## src/rtl/rrpt_pkg.sv

```systemverilog
`timescale 1ns / 1ps

package rrpt_pkg;

  localparam int ID_W = 32;

  typedef enum logic [2:0] {
    KIND_INSERT    = 3'd0,
    KIND_FIND_DEST = 3'd1,
    KIND_FIND_ID   = 3'd2,
    KIND_REM_DEST  = 3'd3,
    KIND_REM_ID    = 3'd4,
    KIND_EXP_QUERY = 3'd5,
    KIND_PURGE     = 3'd6,
    KIND_EARLIEST  = 3'd7
  } kind_t;

  typedef enum logic [1:0] {
    ST_DONE      = 2'd0,
    ST_NOT_FOUND = 2'd1,
    ST_DUPLICATE = 2'd2,
    ST_FULL      = 2'd3
  } status_t;

endpackage

```

## src/rtl/rrpt_if.sv

```systemverilog
`timescale 1ns / 1ps

// Request channel: one operation per beat.
interface rrpt_req_if #(
  parameter int ADDR_BITS = 16,
  parameter int TIME_BITS = 32
);
  logic                       valid;
  logic                       ready;
  logic [2:0]                 kind;
  logic [ADDR_BITS-1:0]       dest;
  logic [rrpt_pkg::ID_W-1:0]  req_id;
  logic [TIME_BITS-1:0]       lifetime;
  logic [TIME_BITS-1:0]       now;

  modport source (output valid, kind, dest, req_id, lifetime, now, input ready);
  modport sink   (input valid, kind, dest, req_id, lifetime, now, output ready);
endinterface

// Response channel: one result per request beat.
interface rrpt_rsp_if #(
  parameter int ADDR_BITS = 16,
  parameter int TIME_BITS = 32,
  parameter int CNT_BITS  = 5
);
  logic                       valid;
  logic                       ready;
  logic [1:0]                 status;
  logic                       hit;
  logic                       expired;
  logic [ADDR_BITS-1:0]       out_dest;
  logic [rrpt_pkg::ID_W-1:0]  out_id;
  logic [TIME_BITS-1:0]       out_lifetime;
  logic [CNT_BITS-1:0]        removed;
  logic [CNT_BITS-1:0]        occupancy;

  modport source (output valid, status, hit, expired, out_dest, out_id, out_lifetime,
                  removed, occupancy, input ready);
  modport sink   (input valid, status, hit, expired, out_dest, out_id, out_lifetime,
                  removed, occupancy, output ready);
endinterface

```

## src/rtl/rrpt_ram.sv

```systemverilog
`timescale 1ns / 1ps

// Simple dual-port RAM: one write port, one registered read port.
module rrpt_ram #(
  parameter int WIDTH = 8,
  parameter int DEPTH = 16
) (
  input  logic                     clk,
  input  logic                     we,
  input  logic [$clog2(DEPTH)-1:0] waddr,
  input  logic [WIDTH-1:0]         wdata,
  input  logic [$clog2(DEPTH)-1:0] raddr,
  output logic [WIDTH-1:0]         rdata
);

  logic [WIDTH-1:0] mem [DEPTH];

  always_ff @(posedge clk) begin
    if (we) begin
      mem[waddr] <= wdata;
    end
    rdata <= mem[raddr];
  end

endmodule

```

## src/rtl/route_request_pending_table.sv

```systemverilog
`timescale 1ns / 1ps
// The result beat follows a scan over the N entries held (none on an empty table);
// the table RAM read port scans one entry a cycle.
// The next request is taken once the result is loaded, while that result may still wait.
// Reset clears the entry count and all control state; table contents stay undefined,
// no clearing pass is needed since only entries below the count are ever read.

module route_request_pending_table #(
  parameter int TABLE_DEPTH = 16,
  parameter int ADDR_BITS   = 16,
  parameter int TIME_BITS   = 32
) (
  input  logic       clk,
  input  logic       rst,
  rrpt_req_if.sink   req,
  rrpt_rsp_if.source rsp
);

  localparam int IDX_BITS = $clog2(TABLE_DEPTH);
  localparam int CNT_BITS = $clog2(TABLE_DEPTH + 1);
  localparam int ID_W     = rrpt_pkg::ID_W;
  localparam int ENT_W    = ADDR_BITS + ID_W + TIME_BITS;
  localparam logic [CNT_BITS-1:0] FULL_COUNT = CNT_BITS'(TABLE_DEPTH);

  // Sequencer: idle, scan of the table, result and table update.
  typedef enum logic [2:0] {
    S_IDLE = 3'b001,
    S_SCAN = 3'b010,
    S_DONE = 3'b100
  } state_t;

  state_t state;

  // Table bookkeeping.
  logic [CNT_BITS-1:0] count;   // entries held
  logic [CNT_BITS-1:0] rd_ptr;  // next entry to read
  logic [CNT_BITS-1:0] wr_ptr;  // compaction write slot
  logic [CNT_BITS-1:0] gone;    // entries dropped by this operation
  logic                ev_valid; // RAM read data holds an entry to evaluate

  // Operation held for the whole scan.
  rrpt_pkg::kind_t      op_kind;
  logic [ADDR_BITS-1:0] op_dest;
  logic [ID_W-1:0]      op_id;
  logic [TIME_BITS-1:0] op_life;
  logic [TIME_BITS-1:0] op_now;

  // Selected entry: first match, or earliest expiry so far.
  logic                 found;
  logic [ADDR_BITS-1:0] best_dest;
  logic [ID_W-1:0]      best_id;
  logic [TIME_BITS-1:0] best_exp;

  // Result register.
  logic                 rsp_valid;
  rrpt_pkg::status_t    rsp_status;
  logic                 rsp_hit;
  logic                 rsp_expired;
  logic [ADDR_BITS-1:0] rsp_dest;
  logic [ID_W-1:0]      rsp_id;
  logic [TIME_BITS-1:0] rsp_life;
  logic [CNT_BITS-1:0]  rsp_removed;
  logic [CNT_BITS-1:0]  rsp_occ;

  // RAM ports.
  logic                 ram_we;
  logic [IDX_BITS-1:0]  ram_waddr;
  logic [ENT_W-1:0]     ram_wdata;
  logic [ENT_W-1:0]     ram_rdata;

  // Entry under evaluation.
  logic [ADDR_BITS-1:0] e_dest;
  logic [ID_W-1:0]      e_id;
  logic [TIME_BITS-1:0] e_exp;

  // Shared magnitude comparator and equality compares.
  logic [TIME_BITS-1:0] cmp_a;
  logic [TIME_BITS-1:0] cmp_b;
  logic                 cmp_le;
  logic                 dest_eq;
  logic                 id_eq;

  logic is_removal;
  logic key_match;
  logic take;
  logic rd_issue;
  logic done_go;
  logic ins_write;
  logic compact_write;

  // Result of the finishing cycle.
  rrpt_pkg::status_t    res_status;
  logic                 res_hit;
  logic                 res_expired;
  logic [CNT_BITS-1:0]  res_removed;
  logic [CNT_BITS-1:0]  count_next;

  assign e_dest = ram_rdata[ENT_W-1 -: ADDR_BITS];
  assign e_id   = ram_rdata[TIME_BITS +: ID_W];
  assign e_exp  = ram_rdata[TIME_BITS-1:0];

  assign dest_eq = (e_dest == op_dest);
  assign id_eq   = (e_id == op_id);

  // Steer the one comparator: expiry against now during a purge scan and for the
  // expiry verdict at the end, best-so-far against the entry when hunting the earliest.
  always_comb begin
    cmp_a = e_exp;
    cmp_b = op_now;
    if (state == S_DONE) begin
      cmp_a = best_exp;
    end else if (op_kind == rrpt_pkg::KIND_EARLIEST) begin
      cmp_a = best_exp;
      cmp_b = e_exp;
    end
  end

  assign cmp_le = (cmp_a <= cmp_b);

  always_comb begin
    unique case (op_kind) inside
      rrpt_pkg::KIND_REM_DEST, rrpt_pkg::KIND_REM_ID, rrpt_pkg::KIND_PURGE: is_removal = 1'b1;
      default: is_removal = 1'b0;
    endcase
  end

  always_comb begin
    unique case (op_kind) inside
      rrpt_pkg::KIND_REM_DEST: key_match = dest_eq;
      rrpt_pkg::KIND_REM_ID:   key_match = id_eq;
      default:                 key_match = cmp_le;
    endcase
  end

  // Latch an entry: first match for lookups, strictly earlier expiry for the
  // earliest search so the entry inserted first wins a tie.
  always_comb begin
    unique case (op_kind) inside
      rrpt_pkg::KIND_INSERT, rrpt_pkg::KIND_FIND_DEST, rrpt_pkg::KIND_EXP_QUERY:
        take = dest_eq && !found;
      rrpt_pkg::KIND_FIND_ID:  take = id_eq && !found;
      rrpt_pkg::KIND_EARLIEST: take = !found || !cmp_le;
      default:                 take = 1'b0;
    endcase
  end

  assign rd_issue = (state == S_SCAN) && (rd_ptr != count);
  assign done_go  = !rsp_valid || rsp.ready;

  // Keep surviving entries in order; the write slot never passes the read slot.
  assign compact_write = (state == S_SCAN) && ev_valid && is_removal && !key_match;
  assign ins_write     = (state == S_DONE) && done_go && (op_kind == rrpt_pkg::KIND_INSERT)
                         && !found && (count != FULL_COUNT);

  assign ram_we    = compact_write || ins_write;
  assign ram_waddr = ins_write ? count[IDX_BITS-1:0] : wr_ptr[IDX_BITS-1:0];
  assign ram_wdata = ins_write ? {op_dest, op_id, op_life} : ram_rdata;

  rrpt_ram #(
    .WIDTH (ENT_W),
    .DEPTH (TABLE_DEPTH)
  ) u_table (
    .clk   (clk),
    .we    (ram_we),
    .waddr (ram_waddr),
    .wdata (ram_wdata),
    .raddr (rd_ptr[IDX_BITS-1:0]),
    .rdata (ram_rdata)
  );

  // Result of the operation, formed in the finishing cycle.
  always_comb begin
    res_status  = rrpt_pkg::ST_DONE;
    res_hit     = 1'b0;
    res_expired = 1'b0;
    res_removed = '0;
    count_next  = count;
    unique case (op_kind) inside
      rrpt_pkg::KIND_INSERT: begin
        if (found) begin
          res_status = rrpt_pkg::ST_DUPLICATE;
        end else if (count == FULL_COUNT) begin
          res_status = rrpt_pkg::ST_FULL;
        end else begin
          count_next = count + 1'b1;
        end
      end
      rrpt_pkg::KIND_REM_DEST, rrpt_pkg::KIND_REM_ID: begin
        res_removed = gone;
        count_next  = wr_ptr;
        res_status  = (gone != '0) ? rrpt_pkg::ST_DONE : rrpt_pkg::ST_NOT_FOUND;
      end
      rrpt_pkg::KIND_PURGE: begin
        res_removed = gone;
        count_next  = wr_ptr;
      end
      default: begin
        res_hit     = found;
        res_status  = found ? rrpt_pkg::ST_DONE : rrpt_pkg::ST_NOT_FOUND;
        res_expired = found && cmp_le && (op_kind == rrpt_pkg::KIND_EXP_QUERY);
      end
    endcase
  end

  always_ff @(posedge clk) begin
    if (rst) begin
      state     <= S_IDLE;
      count     <= '0;
      rd_ptr    <= '0;
      wr_ptr    <= '0;
      gone      <= '0;
      ev_valid  <= 1'b0;
      found     <= 1'b0;
      rsp_valid <= 1'b0;
    end else begin
      unique case (state)
        S_IDLE: begin
          if (req.valid) begin
            state    <= S_SCAN;
            rd_ptr   <= '0;
            wr_ptr   <= '0;
            gone     <= '0;
            ev_valid <= 1'b0;
            found    <= 1'b0;
          end
        end
        S_SCAN: begin
          // Advance the read pointer; the RAM registers the read data.
          ev_valid <= rd_issue;
          if (rd_issue) begin
            rd_ptr <= rd_ptr + 1'b1;
          end
          if (ev_valid) begin
            if (take) begin
              found <= 1'b1;
            end
            if (is_removal) begin
              if (key_match) begin
                gone <= gone + 1'b1;
              end else begin
                wr_ptr <= wr_ptr + 1'b1;
              end
            end
          end
          if (!rd_issue && !ev_valid) begin
            state <= S_DONE;
          end
        end
        S_DONE: begin
          // Hold until the result register is free.
          if (done_go) begin
            count <= count_next;
            state <= S_IDLE;
          end
        end
        default: state <= S_IDLE;
      endcase
      // Raise the result in the finishing cycle; drop it once the sink takes the beat.
      if (state == S_DONE && done_go) begin
        rsp_valid <= 1'b1;
      end else if (rsp.ready) begin
        rsp_valid <= 1'b0;
      end
    end
  end

  // Payload registers.
  always_ff @(posedge clk) begin
    if (state == S_IDLE && req.valid) begin
      op_kind <= rrpt_pkg::kind_t'(req.kind);
      op_dest <= req.dest;
      op_id   <= req.req_id;
      op_life <= req.lifetime;
      op_now  <= req.now;
    end
    if (state == S_SCAN && ev_valid && take) begin
      best_dest <= e_dest;
      best_id   <= e_id;
      best_exp  <= e_exp;
    end
    if (state == S_DONE && done_go) begin
      rsp_status  <= res_status;
      rsp_hit     <= res_hit;
      rsp_expired <= res_expired;
      rsp_dest    <= res_hit ? best_dest : '0;
      rsp_id      <= res_hit ? best_id : '0;
      rsp_life    <= res_hit ? best_exp : '0;
      rsp_removed <= res_removed;
      rsp_occ     <= count_next;
    end
  end

  assign req.ready        = (state == S_IDLE);
  assign rsp.valid        = rsp_valid;
  assign rsp.status       = rsp_status;
  assign rsp.hit          = rsp_hit;
  assign rsp.expired      = rsp_expired;
  assign rsp.out_dest     = rsp_dest;
  assign rsp.out_id       = rsp_id;
  assign rsp.out_lifetime = rsp_life;
  assign rsp.removed      = rsp_removed;
  assign rsp.occupancy    = rsp_occ;

endmodule

```

## src/flat_wrapper.sv

```systemverilog
// flat-port wrapper written by rule: the top's interface ports become plain ports
module route_request_pending_table_flat 
#(
  parameter int TABLE_DEPTH = 16,
  parameter int ADDR_BITS   = 16,
  parameter int TIME_BITS   = 32
)
  (clk, rst, req_valid, req_kind, req_dest, req_req_id, req_lifetime, req_now, req_ready, rsp_valid, rsp_status, rsp_hit, rsp_expired, rsp_out_dest, rsp_out_id, rsp_out_lifetime, rsp_removed, rsp_occupancy, rsp_ready);
  rrpt_req_if #(.ADDR_BITS(ADDR_BITS), .TIME_BITS(TIME_BITS)) req_i ();
  rrpt_rsp_if #(.ADDR_BITS(ADDR_BITS), .TIME_BITS(TIME_BITS)) rsp_i ();
  input  logic clk;
  input  logic rst;
  input wire logic [$bits(req_i.valid)-1:0] req_valid;
  input wire logic [$bits(req_i.kind)-1:0] req_kind;
  input wire logic [$bits(req_i.dest)-1:0] req_dest;
  input wire logic [$bits(req_i.req_id)-1:0] req_req_id;
  input wire logic [$bits(req_i.lifetime)-1:0] req_lifetime;
  input wire logic [$bits(req_i.now)-1:0] req_now;
  output wire logic [$bits(req_i.ready)-1:0] req_ready;
  output wire logic [$bits(rsp_i.valid)-1:0] rsp_valid;
  output wire logic [$bits(rsp_i.status)-1:0] rsp_status;
  output wire logic [$bits(rsp_i.hit)-1:0] rsp_hit;
  output wire logic [$bits(rsp_i.expired)-1:0] rsp_expired;
  output wire logic [$bits(rsp_i.out_dest)-1:0] rsp_out_dest;
  output wire logic [$bits(rsp_i.out_id)-1:0] rsp_out_id;
  output wire logic [$bits(rsp_i.out_lifetime)-1:0] rsp_out_lifetime;
  output wire logic [$bits(rsp_i.removed)-1:0] rsp_removed;
  output wire logic [$bits(rsp_i.occupancy)-1:0] rsp_occupancy;
  input wire logic [$bits(rsp_i.ready)-1:0] rsp_ready;
  assign req_i.valid = req_valid;
  assign req_i.kind = req_kind;
  assign req_i.dest = req_dest;
  assign req_i.req_id = req_req_id;
  assign req_i.lifetime = req_lifetime;
  assign req_i.now = req_now;
  assign req_ready = req_i.ready;
  assign rsp_valid = rsp_i.valid;
  assign rsp_status = rsp_i.status;
  assign rsp_hit = rsp_i.hit;
  assign rsp_expired = rsp_i.expired;
  assign rsp_out_dest = rsp_i.out_dest;
  assign rsp_out_id = rsp_i.out_id;
  assign rsp_out_lifetime = rsp_i.out_lifetime;
  assign rsp_removed = rsp_i.removed;
  assign rsp_occupancy = rsp_i.occupancy;
  assign rsp_i.ready = rsp_ready;
  route_request_pending_table #(.TABLE_DEPTH(TABLE_DEPTH), .ADDR_BITS(ADDR_BITS), .TIME_BITS(TIME_BITS)) u_core (.clk(clk), .rst(rst), .req(req_i), .rsp(rsp_i));
endmodule
```

## config.mk

```make
export PLATFORM = sky130hd
export DESIGN_NAME = route_request_pending_table_flat
export DESIGN_NICKNAME = d
export VERILOG_FILES = /design/src/rtl/rrpt_pkg.sv /design/src/rtl/rrpt_if.sv /design/src/rtl/rrpt_ram.sv /design/src/rtl/route_request_pending_table.sv /design/src/flat_wrapper.sv
export SDC_FILE = /design/constraint.sdc
export NUM_CORES = 2
export LEC_CHECK = 0
export BUFFER_PORTS_ARGS = -buffer_cell sky130_fd_sc_hd__buf_2
export CAP_MARGIN = 20
export CORE_UTILIZATION = 40
export CTS_CLUSTER_DIAMETER = 200
export CTS_CLUSTER_SIZE = 14
export DETAILED_ROUTE_END_ITERATION = 10
export GPL_TIMING_DRIVEN = 0
export MAX_ROUTING_LAYER = met4
export PLACE_DENSITY = 0.64
export SKIP_CTS_REPAIR_TIMING = 1
export SYNTH_ARGS = -nofsm -noshare
export SYNTH_HDL_FRONTEND = slang
export SYNTH_HIERARCHICAL = 1
export SYNTH_SLANG_ARGS = --single-unit
export TNS_END_PERCENT = 10
```

## constraint.sdc

```tcl
create_clock -name clk -period 29 [get_ports clk]
set_input_delay 5.8 -clock clk [delete_from_list [all_inputs] [get_ports clk]]
set_output_delay 5.8 -clock clk [all_outputs]
set_load 0.02 [all_outputs]
```

==> impl_results.md <==
* Number of optimization iterations in the first detailed-route pass at 5
* Highest clock frequency the design can meet at slightly above 100 MHz
* Slew at the pin closest to its max-slew limit at roughly 1100 ps
* Wire length of the first global-routing pass at between 200000 and 250000 um
* Setup slack after layout at 19080 ps
* Launching element type of the critical path: primary input
* Max-Cap Viols at 0
* Required time worst endpoint at 29460 ps
* Post-Route Setup TNS at 0 ps
* Fraction of layout instances using a drive strength above 1 at between 20% and 30%
* TritonCTS clock tree: yes
* Portion of total power attributed to sequential cells at ~59%
* Routed via count at 30800
* Proportion of synthesized flip-flops having asynchronous set or reset at 0%
* Net count after synthesis at 3131
* Routed via count divided by cell count at roughly 5.5
* Routed wire per std cell at 26.9 um
* Count of cell types in the netlist at 66
* Average cell area after synthesis at 21.3 sq um
* Clock slew at the register clock pins of the worst setup and hold paths at roughly 60 ps
* Leading register cell type out of synthesis: sky130_fd_sc_hd__edfxtp_1
* Post-layout util at 46.4%
* Violation count after the first detailed-route iteration at 3024
* Die X-Extent at 400 um
* Setup slack after placement at 18310 ps
* P&R area growth vs syn at 14.7%
* Yosys warning total at 6
* Setup-violating endpoint count in the final report at 0
* Largest net degree at the start of global routing at 76
* Final Hold Slack at 476 ps
* Largest clock skew in the final design at 21.1 ps
* CTS Root Cell: sky130_fd_sc_hd__clkbuf_16
* Commonest cells after routing, fill and taps aside: 1569 x sky130_fd_sc_hd__edfxtp_1, 320 x sky130_fd_sc_hd__mux4_2, 252 x sky130_fd_sc_hd__buf_2
* Switching power at 0.908 mW
* Data arrival time of the critical path at 10380 ps
* Type of element capturing the critical path: flip-flop
* Count of non-filler cells in the finished layout at 5581
* Overflow left after global routing at 0
* Int Power at 3.59 mW
* Max-slew violation count at 0
* Number of nets in the final layout at 3576
* Number of failing hold endpoints at the final stage at 0
* Total wire length after detailed routing at 150000 um
* Number of filler instances in the final layout at 13000
* I/O pin total at 215
* Combined area of the multi-input logic cells at 0.0135 sq mm
* Finished layout cell area at 0.0727 sq mm
* Antenna violations before repair at 3
* Worst IR drop on VDD at between 40 and 50 uV
* Total CTS buffers at 137
* Die area at 0.160 sq mm
* Power Dens Cells at 61.9 mW/mm^2
* Count of state elements after synthesis at 1675
* Vias in the first global route at just over 30000
* Area of the mapped netlist at 0.0634 sq mm
* All-layer global routing usage at about a fifth
* Final worst-path cycle share at 34.2%
* Sinks on the clock net at 1675
* Core Area at 0.157 sq mm
* Remaining number of nets flagged by the antenna check after routing at 0
* FP Rows at ~150
* Global placer's final weighted congestion at 0.775
* Number of placed instances, taps included at 5338
* Starting utilization of the core area at 40.4%
* Pleak at 22.6 nW
* Post-synthesis instance total at 2974
* Result of the run: completed
* Most common library cell in the layout ignoring fill and taps: sky130_fd_sc_hd__edfxtp_1
* DR DRC count at 0
* Critical path type: primary input to flip-flop
* Relative slew slack at 25.9%
* Unrepaired setup endpoints after global routing: false
* Die Span Y at around 400 um
* CTS H-tree lvls at 4
* Path class of the lowest-slack min-delay path: flip-flop to flip-flop
* Min Tclk post-route at 9920 ps
* Maximum clock insertion buffer count at 3
* Total power consumption of the routed design at 4.50 mW
* Maximum fanout encountered on the critical timing path at between 40 and 50
* Register area share after synthesis at between 70% and 80%
* Switch share at between 20% and 30%
* Logic gate share of total power at 2.2%
* Clock group share of total power at between 30% and 40%
* Number of enable-type register cells in the synthesized netlist at around 1600
* Skew-Pair Late Insertion Delay at 770 ps
* Final HPWL from detailed placement at between 90000 and 100000 um
* Total area of sequential cells at 0.0492 sq mm
* Quantity of I/O buffers inserted on ports at approximately 210
* Post-place instance area at 0.0687 sq mm
==> cells in the mapped netlist (5+ instances only) <==
library cell,count,area [sq um]
sky130_fd_sc_hd__edfxtp_1,1569,47100
sky130_fd_sc_hd__buf_1,24,90.1
sky130_fd_sc_hd__o21ai_1,6,30.0
sky130_fd_sc_hd__nand2_1,111,417
sky130_fd_sc_hd__mux2_2,116,1310
sky130_fd_sc_hd__clkbuf_1,52,195
sky130_fd_sc_hd__nor2_1,41,154
sky130_fd_sc_hd__xnor2_1,51,447
sky130_fd_sc_hd__nor3b_1,5,37.5
sky130_fd_sc_hd__xor2_1,5,43.8
sky130_fd_sc_hd__and2_1,88,551
sky130_fd_sc_hd__nor3_1,11,55.1
sky130_fd_sc_hd__buf_2,39,195
sky130_fd_sc_hd__buf_4,7,52.6
sky130_fd_sc_hd__nand4_1,23,144
sky130_fd_sc_hd__buf_6,17,191
sky130_fd_sc_hd__nand3_1,14,70.1
sky130_fd_sc_hd__a22oi_1,160,1200
sky130_fd_sc_hd__a21oi_1,26,130
sky130_fd_sc_hd__inv_1,13,48.8
sky130_fd_sc_hd__and3_1,5,31.3
sky130_fd_sc_hd__mux2i_1,37,370
sky130_fd_sc_hd__o21ai_0,16,80.1
sky130_fd_sc_hd__mux4_2,320,7210
sky130_fd_sc_hd__nand2b_1,10,62.6
sky130_fd_sc_hd__ha_1,38,475
sky130_fd_sc_hd__dfxtp_1,106,2120
==> power groups by stage <==
stage,logic [mW],registers (mW),clock network [mW]
2_1_floorplan,0.0570,2.70,0
3_3_place_gp,0.0979,2.71,0
3_5_place_dp,0.101,2.71,0
4_1_cts,0.102,2.66,1.80
5_1_grt,0.109,2.65,1.88
6_report,0.0987,2.65,1.75
==> flip-flops by register name, indices dropped and copies added (netlist names), 2 cells and up <==
register and count:
u_core/best_dest 16, u_core/best_exp 32, u_core/best_id 32, u_core/count 5, u_core/gone 5, u_core/op_dest 16
u_core/op_id 32, u_core/op_kind 3, u_core/op_life 32, u_core/op_now 32, u_core/rd_ptr 5, u_core/rsp.occupancy 5
u_core/rsp.out_dest 16, u_core/rsp.out_id 32, u_core/rsp.out_lifetime 32, u_core/rsp.removed 5, u_core/rsp.status 2, u_core/state 3
u_core/u_table/mem 1280, u_core/u_table/rdata 80, u_core/wr_ptr 5
==> worst paths after layout <==
| kind | cells after the start | slack (ps) | start | to |
|---|---|---|---|---|
| max | 13 | 19080 | rsp_ready | u_core/u_table/mem[7][43]$_DFFE_PP_ |
| min | 0 | 480 | u_core/u_table/rdata[0]$_DFF_P_ | u_core/best_exp[0]$_DFFE_PP_ |
| max reg2reg | 20 | 22140 | u_core/op_kind[0]$_DFFE_PP_ | u_core/u_table/mem[0][47]$_DFFE_PP_ |
| min reg2reg | 0 | 480 | u_core/u_table/rdata[0]$_DFF_P_ | u_core/best_exp[0]$_DFFE_PP_ |
==> layer usage <==
layer  track usage, %  wire length, um  vias to the layer above
li1                 -                -                    13100
met1             26.5            65000                    16400
met2             30.4            72400                     1051
met3             3.30             9480                      203
met4             5.08             3320                        0
met5                -                0                        -
==> logic make-up (layout without fill, tap and decap cells) <==
group                    count (synthesis)  count (layout)  share of synthesized area (%)
flip-flops                            1675            1675                           77.7
other                                    0               2                              0
AND/OR/NAND/NOR                        332             332                           2.74
AO/OA/AOI/OAI                          247             247                           2.82
XOR/XNOR                                56              56                          0.774
adder cells (fa/ha/maj)                 38              38                          0.750
multiplexers                           473             473                           14.0
buffers and inverters                  153             700                           1.24
==> worst max-delay path: stages <==
cell	delay, ps
sky130_fd_sc_hd__buf_2	80
sky130_fd_sc_hd__nand2b_1	170
sky130_fd_sc_hd__and3_1	190
sky130_fd_sc_hd__buf_6	400
sky130_fd_sc_hd__nand2_2	430
sky130_fd_sc_hd__buf_4	370
sky130_fd_sc_hd__buf_6	190
sky130_fd_sc_hd__o21ai_0	710
sky130_fd_sc_hd__nand2_1	460
sky130_fd_sc_hd__nor2_4	830
sky130_fd_sc_hd__buf_12	280
sky130_fd_sc_hd__buf_16	180
sky130_fd_sc_hd__buf_16	180
==> area by class of cell <==
class | instances | area share (%)
inverters | 13 | 0.0740
clock inverters | 8 | 0.134
plain buffers | 140 | 1.02
flip-flops and latches | 1675 | 67.7
well taps | 2058 | 3.54
diodes | 2 | 0.00688
multi-input cells | 1146 | 18.5
clock buffers | 233 | 5.38
repair buffers | 306 | 3.60
(Power assumes the default switching activity.)
